<file path="config.mk">
export PLATFORM = sky130hd
export DESIGN_NAME = multipath_leg_scheduler
export DESIGN_NICKNAME = d
export VERILOG_FILES = /design/src/rtl/core/mls_pkg.sv /design/src/rtl/core/multipath_leg_scheduler.sv /design/src/rtl/core/mls_ctrl.sv /design/src/rtl/core/mls_dp.sv
export SDC_FILE = /design/constraint.sdc
export NUM_CORES = 2
export LEC_CHECK = 0
export BUFFER_PORTS_ARGS = -buffer_cell sky130_fd_sc_hd__buf_2
export CORE_UTILIZATION = 55
export CTS_CLUSTER_DIAMETER = 150
export DETAILED_ROUTE_END_ITERATION = 7
export PLACE_DENSITY = 0.71
export REMOVE_ABC_BUFFERS = 1
export SETUP_SLACK_MARGIN = 0.02
export SLEW_MARGIN = 10
export SYNTH_ARGS = -nofsm -noshare
export SYNTH_HDL_FRONTEND = slang
export SYNTH_SLANG_ARGS = --single-unit
</file>
<file path="constraint.sdc">
create_clock -name clk -period 31 [get_ports clk]
set_clock_uncertainty 0.2 [all_clocks]
set_input_delay 4.65 -clock clk [delete_from_list [all_inputs] [get_ports clk]]
set_output_delay 4.65 -clock clk [all_outputs]
set_load 0.02 [all_outputs]
</file>
<file path="src/rtl/core/mls_pkg.sv">
`timescale 1ns / 1ps

package mls_pkg;

	localparam int MAX_LEGS = 8;
	localparam int IDX_W    = (MAX_LEGS > 1) ? $clog2(MAX_LEGS) : 1;
	localparam int CNT_W    = $clog2(MAX_LEGS + 1);

	localparam int KIND_W   = 2;
	localparam int LEG_W    = 3;
	localparam int WEIGHT_W = 16;
	localparam int RTT_W    = 32;
	localparam int SENT_W   = 32;
	localparam int STAT_W   = 2;
	localparam int PROD_W   = SENT_W + WEIGHT_W;
	localparam int CMP_W    = (CNT_W > LEG_W) ? CNT_W : LEG_W;

	localparam int IN_DATA_W  = 56;
	localparam int OUT_DATA_W = 8;

	localparam logic [WEIGHT_W-1:0] DEFAULT_WEIGHT = 16'd1000;
	localparam logic [SENT_W-1:0]   SENT_MAX       = '1;

	localparam logic [STAT_W-1:0] STAT_OK        = 2'd0;
	localparam logic [STAT_W-1:0] STAT_REJECT    = 2'd1;
	localparam logic [STAT_W-1:0] STAT_NONE_LEFT = 2'd2;

	typedef enum logic [KIND_W-1:0] {
		KIND_ADD  = 2'd0,
		KIND_RTT  = 2'd1,
		KIND_SEND = 2'd2,
		KIND_FAIL = 2'd3
	} kind_t;

	typedef enum logic [2:0] {
		ST_IDLE,
		ST_EXEC,
		ST_MUL,
		ST_CMP,
		ST_SEND,
		ST_DONE
	} state_t;

	typedef struct packed {
		logic capture;
		logic exec;
		logic scan_start;
		logic mul;
		logic cmp;
		logic commit;
		logic out_load;
	} cmd_t;

	typedef struct packed {
		logic scan_last;
	} dp_stat_t;

endpackage

</file>
<file path="src/rtl/core/multipath_leg_scheduler.sv">
`timescale 1ns / 1ps

// Channel   Ports              Direction  Contents
// -------   -----------------  ---------  ----------------------------------------
// input     s_axis_*           in         one command item (add, rtt, send, fail)
// output    m_axis_*           out        one result item for each command item
//
// Add, rtt and fail items go from capture through an exec state to the
// output register. A send item scans the table: the scan visits every
// table entry in a multiply state and a compare state through one shared
// pair of 32x16 multipliers, then commits the chosen leg.
// Reset clears the controller, the active flags, the slot count and scan state.
// The next item is taken as soon as the controller is idle, even while the
// previous result still waits in the output register; a stalled output
// holds the following result in the controller until the register frees.

module multipath_leg_scheduler
	import mls_pkg::*;
(
	input  logic                  clk,
	input  logic                  arst_n,
	input  logic                  s_axis_tvalid,
	output logic                  s_axis_tready,
	// [2:0] leg, [18:3] weight, [50:19] rtt_sample, [55:51] zero
	input  logic [IN_DATA_W-1:0]  s_axis_tdata,
	// [1:0] kind
	input  logic [KIND_W-1:0]     s_axis_tuser,
	output logic                  m_axis_tvalid,
	input  logic                  m_axis_tready,
	// [1:0] status, [4:2] chosen_leg, [7:5] zero
	output logic [OUT_DATA_W-1:0] m_axis_tdata
);

	cmd_t                cmd;
	dp_stat_t            stat;
	kind_t               kind;
	logic [LEG_W-1:0]    leg;
	logic [WEIGHT_W-1:0] weight;
	logic [RTT_W-1:0]    rtt_sample;
	logic [STAT_W-1:0]   status;
	logic [LEG_W-1:0]    chosen_leg;

	// unpack the input item
	assign kind       = kind_t'(s_axis_tuser);
	assign leg        = s_axis_tdata[LEG_W-1:0];
	assign weight     = s_axis_tdata[LEG_W+WEIGHT_W-1:LEG_W];
	assign rtt_sample = s_axis_tdata[LEG_W+WEIGHT_W+RTT_W-1:LEG_W+WEIGHT_W];

	// sequencer: one item at a time, scan loop for send items
	mls_ctrl u_ctrl (
		.clk       (clk),
		.arst_n    (arst_n),
		.in_valid  (s_axis_tvalid),
		.in_kind   (kind),
		.in_ready  (s_axis_tready),
		.out_ready (m_axis_tready),
		.out_valid (m_axis_tvalid),
		.stat      (stat),
		.cmd       (cmd)
	);

	// leg table, srtt filter, scan compare and output register
	mls_dp u_dp (
		.clk        (clk),
		.arst_n     (arst_n),
		.cmd        (cmd),
		.stat       (stat),
		.kind       (kind),
		.leg        (leg),
		.weight     (weight),
		.rtt_sample (rtt_sample),
		.status     (status),
		.chosen_leg (chosen_leg)
	);

	// pack the result item, pad to a whole byte
	assign m_axis_tdata = {(OUT_DATA_W - STAT_W - LEG_W)'(0), chosen_leg, status};

endmodule

</file>
<file path="src/rtl/core/mls_ctrl.sv">
`timescale 1ns / 1ps

module mls_ctrl
	import mls_pkg::*;
(
	input  logic     clk,
	input  logic     arst_n,
	input  logic     in_valid,
	input  kind_t    in_kind,
	output logic     in_ready,
	input  logic     out_ready,
	output logic     out_valid,
	input  dp_stat_t stat,
	output cmd_t     cmd
);

	state_t state_q;
	state_t state_d;
	logic   out_valid_q;
	logic   in_accept;

	assign in_ready  = (state_q == ST_IDLE);
	assign in_accept = in_valid && in_ready;
	assign out_valid = out_valid_q;

	always_ff @(posedge clk or negedge arst_n) begin
		if (!arst_n) begin
			state_q     <= ST_IDLE;
			out_valid_q <= 1'b0;
		end else begin
			state_q <= state_d;
			if (cmd.out_load) begin
				out_valid_q <= 1'b1;
			end else if (out_ready) begin
				out_valid_q <= 1'b0;
			end
		end
	end

	always_comb begin
		state_d = state_q;
		cmd     = '0;
		case (state_q)
			ST_IDLE: begin
				if (in_valid) begin
					cmd.capture = 1'b1;
					if (in_kind == KIND_SEND) begin
						cmd.scan_start = 1'b1;
						state_d        = ST_MUL;
					end else begin
						state_d = ST_EXEC;
					end
				end
			end
			ST_EXEC: begin
				cmd.exec = 1'b1;
				state_d  = ST_DONE;
			end
			ST_MUL: begin
				cmd.mul = 1'b1;
				state_d = ST_CMP;
			end
			ST_CMP: begin
				cmd.cmp = 1'b1;
				state_d = stat.scan_last ? ST_SEND : ST_MUL;
			end
			ST_SEND: begin
				cmd.commit = 1'b1;
				state_d    = ST_DONE;
			end
			ST_DONE: begin
				// wait for the output register to free up
				if (!out_valid_q || out_ready) begin
					cmd.out_load = 1'b1;
					state_d      = ST_IDLE;
				end
			end
			default: begin
				state_d = ST_IDLE;
			end
		endcase
	end

	a_no_overwrite: assert property (@(posedge clk) disable iff (!arst_n)
		cmd.out_load |-> (!out_valid_q || out_ready))
		else $error("result overwritten before it was taken");

	a_accept_leaves_idle: assert property (@(posedge clk) disable iff (!arst_n)
		in_accept |=> (state_q != ST_IDLE))
		else $error("accepted item did not start work");

	a_scan_ends: assert property (@(posedge clk) disable iff (!arst_n)
		(state_q == ST_CMP && stat.scan_last) |=> (state_q == ST_SEND))
		else $error("scan did not end in commit");

endmodule

</file>
<file path="src/rtl/core/mls_dp.sv">
`timescale 1ns / 1ps

module mls_dp
	import mls_pkg::*;
(
	input  logic                clk,
	input  logic                arst_n,
	input  cmd_t                cmd,
	output dp_stat_t            stat,
	input  kind_t               kind,
	input  logic [LEG_W-1:0]    leg,
	input  logic [WEIGHT_W-1:0] weight,
	input  logic [RTT_W-1:0]    rtt_sample,
	output logic [STAT_W-1:0]   status,
	output logic [LEG_W-1:0]    chosen_leg
);

	// captured item
	kind_t               kind_q;
	logic [LEG_W-1:0]    leg_q;
	logic [WEIGHT_W-1:0] weight_q;
	logic [RTT_W-1:0]    sample_q;

	// leg table
	logic [MAX_LEGS-1:0] active_q;
	logic [MAX_LEGS-1:0] rvalid_q;
	logic [WEIGHT_W-1:0] lweight_q [MAX_LEGS];
	logic [SENT_W-1:0]   sent_q    [MAX_LEGS];
	logic [RTT_W-1:0]    srtt_q    [MAX_LEGS];
	logic [CNT_W-1:0]    in_use_q;

	// scan state
	logic [IDX_W-1:0]    idx_q;
	logic                rfound_q;
	logic                wfound_q;
	logic [IDX_W-1:0]    rbest_idx_q;
	logic [RTT_W-1:0]    rbest_srtt_q;
	logic [SENT_W-1:0]   rbest_sent_q;
	logic [IDX_W-1:0]    wbest_idx_q;
	logic [SENT_W-1:0]   wbest_sent_q;
	logic [WEIGHT_W-1:0] wbest_w_q;

	// candidate stage
	logic                cand_act_s1;
	logic                cand_rv_s1;
	logic [IDX_W-1:0]    cand_idx_s1;
	logic [RTT_W-1:0]    cand_srtt_s1;
	logic [SENT_W-1:0]   cand_sent_s1;
	logic [WEIGHT_W-1:0] cand_w_s1;
	logic [PROD_W-1:0]   prod_c_s1;
	logic [PROD_W-1:0]   prod_b_s1;

	// result
	logic [STAT_W-1:0]   res_status_q;
	logic [LEG_W-1:0]    res_leg_q;
	logic [STAT_W-1:0]   out_status_q;
	logic [LEG_W-1:0]    out_leg_q;

	logic [IDX_W-1:0]    leg_idx;
	logic                leg_ok;
	logic [IDX_W-1:0]    rd_idx;
	logic [RTT_W-1:0]    rd_srtt;
	logic                rd_rv;
	logic                rd_act;
	logic [SENT_W-1:0]   rd_sent;
	logic [WEIGHT_W-1:0] rd_w;
	logic [RTT_W+2:0]    avg_sum;
	logic [RTT_W-1:0]    new_srtt;
	logic [MAX_LEGS-1:0] use_mask;
	logic                hole_found;
	logic [IDX_W-1:0]    hole_idx;
	logic                add_ok;
	logic                add_append;
	logic [IDX_W-1:0]    add_idx;
	logic [MAX_LEGS-1:0] others;
	logic                send_ok;
	logic [IDX_W-1:0]    sel_idx;
	logic [SENT_W-1:0]   sel_sent;
	logic [SENT_W-1:0]   sel_sent_inc;

	assign stat.scan_last = (idx_q == IDX_W'(MAX_LEGS - 1));

	always_comb begin
		leg_idx = IDX_W'(leg_q);
		leg_ok  = CMP_W'(leg_q) < CMP_W'(in_use_q);
		rd_idx  = cmd.mul ? idx_q : leg_idx;
		rd_srtt = srtt_q[rd_idx];
		rd_rv   = rvalid_q[rd_idx];
		rd_act  = active_q[rd_idx];
		rd_sent = sent_q[rd_idx];
		rd_w    = lweight_q[rd_idx];

		// (7*srtt + sample) / 8
		avg_sum  = {rd_srtt, 3'b000} - (RTT_W + 3)'(rd_srtt) + (RTT_W + 3)'(sample_q);
		new_srtt = rd_rv ? avg_sum[RTT_W+2:3] : sample_q;

		hole_found = 1'b0;
		hole_idx   = '0;
		for (int i = MAX_LEGS - 1; i >= 0; i--) begin
			use_mask[i] = CNT_W'(i) < in_use_q;
			if (use_mask[i] && !active_q[i]) begin
				hole_found = 1'b1;
				hole_idx   = IDX_W'(i);
			end
		end
		add_append = !hole_found && (in_use_q < CNT_W'(MAX_LEGS));
		add_ok     = hole_found || add_append;
		add_idx    = hole_found ? hole_idx : in_use_q[IDX_W-1:0];

		others = active_q & ~(leg_ok ? (MAX_LEGS'(1) << leg_idx) : '0);

		send_ok      = rfound_q || wfound_q;
		sel_idx      = rfound_q ? rbest_idx_q : wbest_idx_q;
		sel_sent     = rfound_q ? rbest_sent_q : wbest_sent_q;
		sel_sent_inc = (sel_sent == SENT_MAX) ? sel_sent : sel_sent + 1'b1;
	end

	// control state
	always_ff @(posedge clk or negedge arst_n) begin
		if (!arst_n) begin
			active_q <= '0;
			in_use_q <= '0;
			idx_q    <= '0;
			rfound_q <= 1'b0;
			wfound_q <= 1'b0;
		end else begin
			if (cmd.exec && kind_q == KIND_ADD && add_ok) begin
				active_q[add_idx] <= 1'b1;
				if (add_append) begin
					in_use_q <= in_use_q + 1'b1;
				end
			end
			if (cmd.exec && kind_q == KIND_FAIL && leg_ok) begin
				active_q[leg_idx] <= 1'b0;
			end
			if (cmd.scan_start) begin
				idx_q    <= '0;
				rfound_q <= 1'b0;
				wfound_q <= 1'b0;
			end
			if (cmd.cmp) begin
				idx_q <= idx_q + 1'b1;
				if (cand_act_s1 && cand_rv_s1 && (!rfound_q || cand_srtt_s1 < rbest_srtt_q)) begin
					rfound_q <= 1'b1;
				end
				if (cand_act_s1) begin
					wfound_q <= 1'b1;
				end
			end
		end
	end

	// table payload and scan datapath
	always_ff @(posedge clk) begin
		if (cmd.capture) begin
			kind_q   <= kind;
			leg_q    <= leg;
			weight_q <= weight;
			sample_q <= rtt_sample;
		end
		if (cmd.exec && kind_q == KIND_ADD && add_ok) begin
			lweight_q[add_idx] <= (weight_q == '0) ? DEFAULT_WEIGHT : weight_q;
			sent_q[add_idx]    <= '0;
			rvalid_q[add_idx]  <= 1'b0;
			srtt_q[add_idx]    <= '0;
		end
		if (cmd.exec && kind_q == KIND_RTT && leg_ok) begin
			srtt_q[leg_idx]   <= new_srtt;
			rvalid_q[leg_idx] <= 1'b1;
		end
		if (cmd.commit && send_ok) begin
			sent_q[sel_idx] <= sel_sent_inc;
		end

		if (cmd.mul) begin
			cand_act_s1  <= rd_act;
			cand_rv_s1   <= rd_rv;
			cand_idx_s1  <= idx_q;
			cand_srtt_s1 <= rd_srtt;
			cand_sent_s1 <= rd_sent;
			cand_w_s1    <= rd_w;
			// sent_c / w_c < sent_b / w_b  <=>  sent_c * w_b < sent_b * w_c
			prod_c_s1    <= PROD_W'(rd_sent) * PROD_W'(wbest_w_q);
			prod_b_s1    <= PROD_W'(wbest_sent_q) * PROD_W'(rd_w);
		end
		if (cmd.cmp) begin
			if (cand_act_s1 && cand_rv_s1 && (!rfound_q || cand_srtt_s1 < rbest_srtt_q)) begin
				rbest_idx_q  <= cand_idx_s1;
				rbest_srtt_q <= cand_srtt_s1;
				rbest_sent_q <= cand_sent_s1;
			end
			if (cand_act_s1 && (!wfound_q || prod_c_s1 < prod_b_s1)) begin
				wbest_idx_q  <= cand_idx_s1;
				wbest_sent_q <= cand_sent_s1;
				wbest_w_q    <= cand_w_s1;
			end
		end

		if (cmd.exec) begin
			case (kind_q)
				KIND_ADD: begin
					res_status_q <= add_ok ? STAT_OK : STAT_REJECT;
					res_leg_q    <= add_ok ? LEG_W'(add_idx) : '0;
				end
				KIND_RTT: begin
					res_status_q <= leg_ok ? STAT_OK : STAT_REJECT;
					res_leg_q    <= '0;
				end
				KIND_FAIL: begin
					res_status_q <= (others == '0) ? STAT_NONE_LEFT : STAT_OK;
					res_leg_q    <= '0;
				end
				default: begin
					res_status_q <= STAT_REJECT;
					res_leg_q    <= '0;
				end
			endcase
		end
		if (cmd.commit) begin
			res_status_q <= send_ok ? STAT_OK : STAT_REJECT;
			res_leg_q    <= send_ok ? LEG_W'(sel_idx) : '0;
		end
		if (cmd.out_load) begin
			out_status_q <= res_status_q;
			out_leg_q    <= res_leg_q;
		end
	end

	assign status     = out_status_q;
	assign chosen_leg = out_leg_q;

	a_use_bound: assert property (@(posedge clk) disable iff (!arst_n)
		in_use_q <= CNT_W'(MAX_LEGS))
		else $error("slot count past table size");

	a_active_in_use: assert property (@(posedge clk) disable iff (!arst_n)
		(active_q & ~use_mask) == '0)
		else $error("active leg outside used slots");

	a_use_grows: assert property (@(posedge clk) disable iff (!arst_n)
		in_use_q >= $past(in_use_q))
		else $error("slot count went down");

endmodule
</file>
# Yosys cells after proc, flatten, opt, wreduce, memory -nomap -nowiden
# Memory sizes are Yosys's and may differ from the RTL's.
# Cells that the tools add are included.
# word_totals
reg_bits	391
latch_bits	0
ramBits	640
rom_bits	0
inputBits	62
out_inout_bits	10
wordCells	216
memories	3
# mem_list
memory	words	word_bits	read_ports	rd_ports_with_merged_regs	wr	line	rtl
u_dp.sent_q	8	32	1	0	1	mls_dp.sv:28	logic [SENT_W-1:0] sent_q [MAX_LEGS];
u_dp.srtt_q	8	32	1	0	1	mls_dp.sv:29	logic [RTT_W-1:0] srtt_q [MAX_LEGS];
u_dp.lweight_q	8	16	1	0	1	mls_dp.sv:27	logic [WEIGHT_W-1:0] lweight_q [MAX_LEGS];
# classes
add_sub_neg	5
multipliers	2
div	0
order_cmp	17
eq_ne	12
n_shift	1
muxes	86
bitwise	8
n_reduce_logical	52
# ops
operator	count
2-to-1 mux 32 bit	5
multiplier 32 x 16 -> 48 bit	2
2-to-1 mux 3 bit	23
OR reduction 32 bit	2
less-than comparator 48 bit	1
2-to-1 mux 1 bit	42
2-to-1 mux 8 bit	5
adder 35 x 32 -> 35 bit	1
subtractor 35 x 32 -> 35 bit	1
adder 32 x 1 -> 32 bit, second input constant	1
== test 32 bit, second input constant	1
less-than comparator 32 bit	1
bitwise AND 8 bit	3
inverter 8 bit	3
logical AND 1 bit	21
logical NOT 16 bit	1
less-than comparator 3 x 4 -> 1 bit, first input constant	4
2-to-1 mux 16 bit	1
OR 8 bit	2
one-hot mux 3 bit (5 select lines)	1
logical NOT 1 bit	12
less-than comparator 3 x 4 -> 1 bit, second input constant	3
== test 3 bit, second input constant	3
logical NOT 8 bit	1
other kinds (24)	43

# Longest topological paths before layout
# logic_depth
word_depth	20
mapped_depth	35
ltp_nobuf	29

# Hierarchy
# From an unflattened synthesis, not the netlist that was laid out.
# unflattened
cells_unflattened	6584
hier_area_um2	77067.7
# by_module_without_submodules
module	instances	cells_each	area_each_um2	seq_area_each_um2
mls_dp	1	6550	76769.9	30674.4
mls_ctrl	1	30	271.5	100.1
multipath_leg_scheduler	1	4	26.3	0.0

# Worst setup path before layout
# No wires, ideal clock.
# synth_path
kind	flip-flop to flip-flop
from	register u_ctrl.state_q[0]
to	register u_dp.prod_b_s1[42] (data pin)
setup_time_ps	162
t_arrival_ps	12376
required_time_ps	30638
slack_ps	18262
path_stages_with_launch	31
path_buffers	5
period_less_slack_ps	12738
path_cell_list	dfrtp_1 -> buf_6 -> or3b_1 -> buf_6 -> inv_1 -> a21oi_1 -> clkbuf_1 -> a311oi_1 -> a21o_1 -> clkbuf_1 -> nand2_1 -> fa_1 -> fa_1 -> fa_1 -> inv_1 -> fa_1 -> fa_1 -> inv_1 -> fa_1 -> inv_1 -> ha_1 -> clkbuf_1 -> a21o_1 -> or3_1 -> a31o_2 -> a211o_1 -> a31oi_1 -> o21ba_2 -> a21oi_1 -> or4b_2 -> o2111ai_1
# synth_between
elab_chain_cells	5
# synth_rtl
element	line	rtl
start, declared	mls_ctrl.sv:17	state_t state_q;
start signal, assigned	mls_ctrl.sv:31	state_q <= state_d;
== test 3 x 2 -> 1 bit	mls_ctrl.sv:43	case (state_q)
2-to-1 mux 1 bit	mls_ctrl.sv:43	
2-to-1 mux 3 bit	mls_dp.sv:86	rd_idx = cmd.mul ? idx_q : leg_idx;
memory read (8 x 16 bit)	n/a	
multiplier 32 x 16 -> 48 bit	mls_dp.sv:184	prod_b_s1 <= PROD_W'(wbest_sent_q) * PROD_W'(rd_w);
end signal, assigned	mls_dp.sv:184	
end, declared	mls_dp.sv:51	logic [PROD_W-1:0] prod_b_s1;
# No other way between the ends.
# A chain may end at the register's enable or synchronous reset.

# Worst setup path in the final report
# layout_path
from	register u_ctrl.state_q[1]
to	register u_dp.prod_c_s1[44] (data pin)
# layout_between
elab_chain_cells	5
# layout_rtl
element	line	rtl
== test 3 x 2 -> 1 bit	mls_ctrl.sv:43	
2-to-1 mux 1 bit	mls_ctrl.sv:43	
2-to-1 mux 3 bit	mls_dp.sv:86	
memory read (8 x 32 bit)	n/a	
multiplier 32 x 16 -> 48 bit	mls_dp.sv:183	prod_c_s1 <= PROD_W'(rd_sent) * PROD_W'(wbest_w_q);
end signal, assigned	mls_dp.sv:183	
end, declared	mls_dp.sv:50	logic [PROD_W-1:0] prod_c_s1;
# No other way between the ends.

==> impl_metrics.tcl <==
set metrics [dict create \
    wl_met3_um 12000 \
    dieWidth_um 376 \
    post-place-cells 8757 \
    ff2ff_path_depth 27 \
    hold_path_class "reg2reg" \
    post_drt_wl_per_cell_um 20.5 \
    pre_cts_slack_ns 19.63 \
    seq_area_frac_synth_pct 40.0 \
    synth-xor-area-share_pct 1.44 \
    synth.area.top_cells "edfxtp_1 (39%), fa_1 (22%), ha_1 (5.8%)" \
    grt_setup_unrepaired "false" \
    async_reset_ff_share_pct 2.04 \
    clk_latency_ns 0.76 \
    synth.distinct_cells 86 \
    worstPathRequired_ns 31.36 \
    period_share_pct 37.8 \
    crit_type "reg2reg" \
    drc 0 \
    cts_tree "done" \
    yosysTopAreaCell "edfxtp_1" \
    numPortBuffers 63 \
    via_count 51500 \
    drtPass1Iterations 8 \
    synth_seq_cells 1031 \
    grt_pass1_vias 53900 \
    muxShareOfSynthArea_pct 0.603 \
    cts_buffers 105 \
    final_antenna_net_count 0 \
    core_sq_mm 0.138 \
    syn_inst 7093 \
    slowest_delay_ns 0.94 \
    nets 8287 \
    period_needed_ns 11.71 \
    wl_met1_um 73300 \
    ys_top_cells_by_count "inv_1 (1,121), nand2_1 (1,077), edfxtp_1 (1,002)" \
    synth_top_family_by_area "adder cells" \
    tightest_slew_ns 1.26 \
    clockBufferDepth 3 \
    synth_area_sq_mm 0.0770 \
    synthMostInstantiatedCell "inv_1" \
    fp.dieH_um 376 \
    final_max_slew_viol_count 0 \
    max_freq_mhz 85.4 \
    htreeDepth 3 \
    place.gp.congestion 0.929 \
    yosys_warnings 0 \
    yosys.area_share.simple_pct 13.4 \
    dieArea_sq_mm 0.142 \
    area_growth_pct 7.60 \
    viasPerCell 5.75 \
    grt_max_degree 130 \
    rows 136 \
    layout-drive-gt1-share_pct 5.67 \
    max_cap_viol_count 0 \
    slowest_stage "mux2i_4" \
    crit_fanout 85 \
    final_cells 8954 \
    ios 72 \
    cp-start-kind "flip-flop" \
    status "finished clean" \
    cts_setup_buffers 0 \
    start_util_pct 55.7 \
    gr-total-overflow 0 \
    fillCellCount 11100 \
    cpMostUsedCell "fa_1" \
    route.met2.wl_um 91100 \
    initialDrtViolationCount 4220 \
    setup_violations 0 \
    drt-total-wl_um 184000 \
    hold_violations 0 \
    worst_slack_ns 19.29 \
    grt_usage_pct 26.7 \
    synth_compound_area_share_pct 8.93 \
    tns_ns 0 \
    cts_resized 0 \
    highest_layer "met4" \
    synthAdderAreaFrac_pct 28.3 \
    slew_headroom_pct 14.9 \
    avgSynthCellArea_sq_um 10.9 \
    clock_sinks 1031 \
    synth_edf_count 1002 \
    hpwl_um 126000 \
    grt_first_pass_wirelength_um 296000 \
    synth_top_flop_cell "edfxtp_1" \
    crit_arrival_ns 12.07 \
    clockRootBuffer "clkbuf_16" \
    path_clk_slew_ns 0.07 \
    antenna_found_initial 4 \
    end_kind "flip-flop" \
    synth_top_cell_area_share_pct 39.1 \
    hold_depth 0 \
    cts_hold_buf 0 \
]
-- final cells by class --
cell class	instances	area [sq um]	share of cell area (%)
diodes	1	2.50	0.00302
clock buffers	125	2710	3.27
clock inverters	71	840	1.01
inverters	1121	4220	5.09
multi-input cells	4562	40800	49.2
flip-flops and latches	1031	30800	37.1
well taps	1863	2330	2.81
repair buffers	180	1210	1.46
-- critical path: cells and delay by family (launching register included) --
kind            cells  cell delay (ns)
fa+ha+maj           7             3.48
simple gates        7             2.40
compound gates      7             2.20
buf+inv             5             1.56
mux                 1             0.94
flops               1             0.53
-- registers in the layout, indices dropped and copies added, names as in the netlist, 4 cells and up --
signal,cells
u_dp.prod_c_s1,48
u_dp.wbest_w_q,16
u_dp.rbest_srtt_q,32
u_dp.wbest_sent_q,32
u_dp.rvalid_q,8
u_dp.prod_b_s1,48
u_dp.cand_w_s1,16
u_dp.cand_sent_s1,32
u_dp.lweight_q,128
u_dp.cand_srtt_s1,32
u_dp.rbest_sent_q,32
u_dp.weight_q,16
u_dp.active_q,8
u_dp.in_use_q,4
u_dp.srtt_q,256
u_dp.sent_q,256
u_dp.sample_q,32
-- per-layer routing --
layer / global-route usage [%] / vias to the layer above
met5: 0 / -
met3: 3.80 / 398
li1: - / 23200
met1: 34.6 / 26100
met4: 10.5 / 0
met2: 45.6 / 1845
-- layout by cell type, fill, tap and decap left out, types with 81 or more instances in the layout --
master     instances
a211oi_1         198
a21o_1           128
a21oi_1          208
a311oi_1          83
a31oi_1          100
and2_1           575
buf_4            116
clkbuf_16        105
edfxtp_1        1002
fa_1             865
ha_1             359
inv_1           1120
nand2_1         1077
nand3_1           81
nor2_1           140
o21ai_0          122
xnor2_1           84
-- path summary, 6_finish.rpt --
check | to | slack, ns | from
setup / recovery | u_dp.prod_c_s1[44]$_DFFE_PN_ | 19.29 | u_ctrl.state_q[1]$_DFFE_PN0P_
hold / removal | u_dp.wbest_w_q[5]$_DFFE_PP_ | 0.17 | u_dp.cand_w_s1[5]$_DFFE_PN_
setup reg to reg | u_dp.prod_c_s1[44]$_DFFE_PN_ | 19.29 | u_ctrl.state_q[1]$_DFFE_PN0P_
hold reg to reg | u_dp.wbest_w_q[5]$_DFFE_PP_ | 0.17 | u_dp.cand_w_s1[5]$_DFFE_PN_
max in group asynchronous | u_dp.in_use_q[2]$_DFFE_PN0P_ | 26.50 | arst_n
min in group asynchronous | u_ctrl.out_valid$_DFFE_PN0P_ | 3.69 | arst_n
-- cells by family (layout without fill, tap and decap cells) --
group           after synthesis  in the layout
compound gates             1013           1013
xor+xnor                    127            127
simple gates               2151           2151
buf+inv                    1502           1497
mux                          44             44
fa+ha+maj                  1224           1224
other cells                   1              4
flops                      1031           1031
-- per-stage QoR --
| stage | area (sq um) | utilization [%] | hold slack, ns |
|---|---|---|---|
| after detailed placement | 79300 | 57.4 | 0.205 |
| after CTS | 82900 | 60.0 | 0.147 |
| after global placement | 79300 | 57.4 | 0.201 |
| final | 82900 | 60.0 | 0.167 |
| after floorplan | 75500 | - | 0.200 |
| after global routing | 82900 | 60.0 | 0.186 |
Power is not shown: default switching activity piles up to over one toggle a cycle in this logic, so the estimate is an artifact.
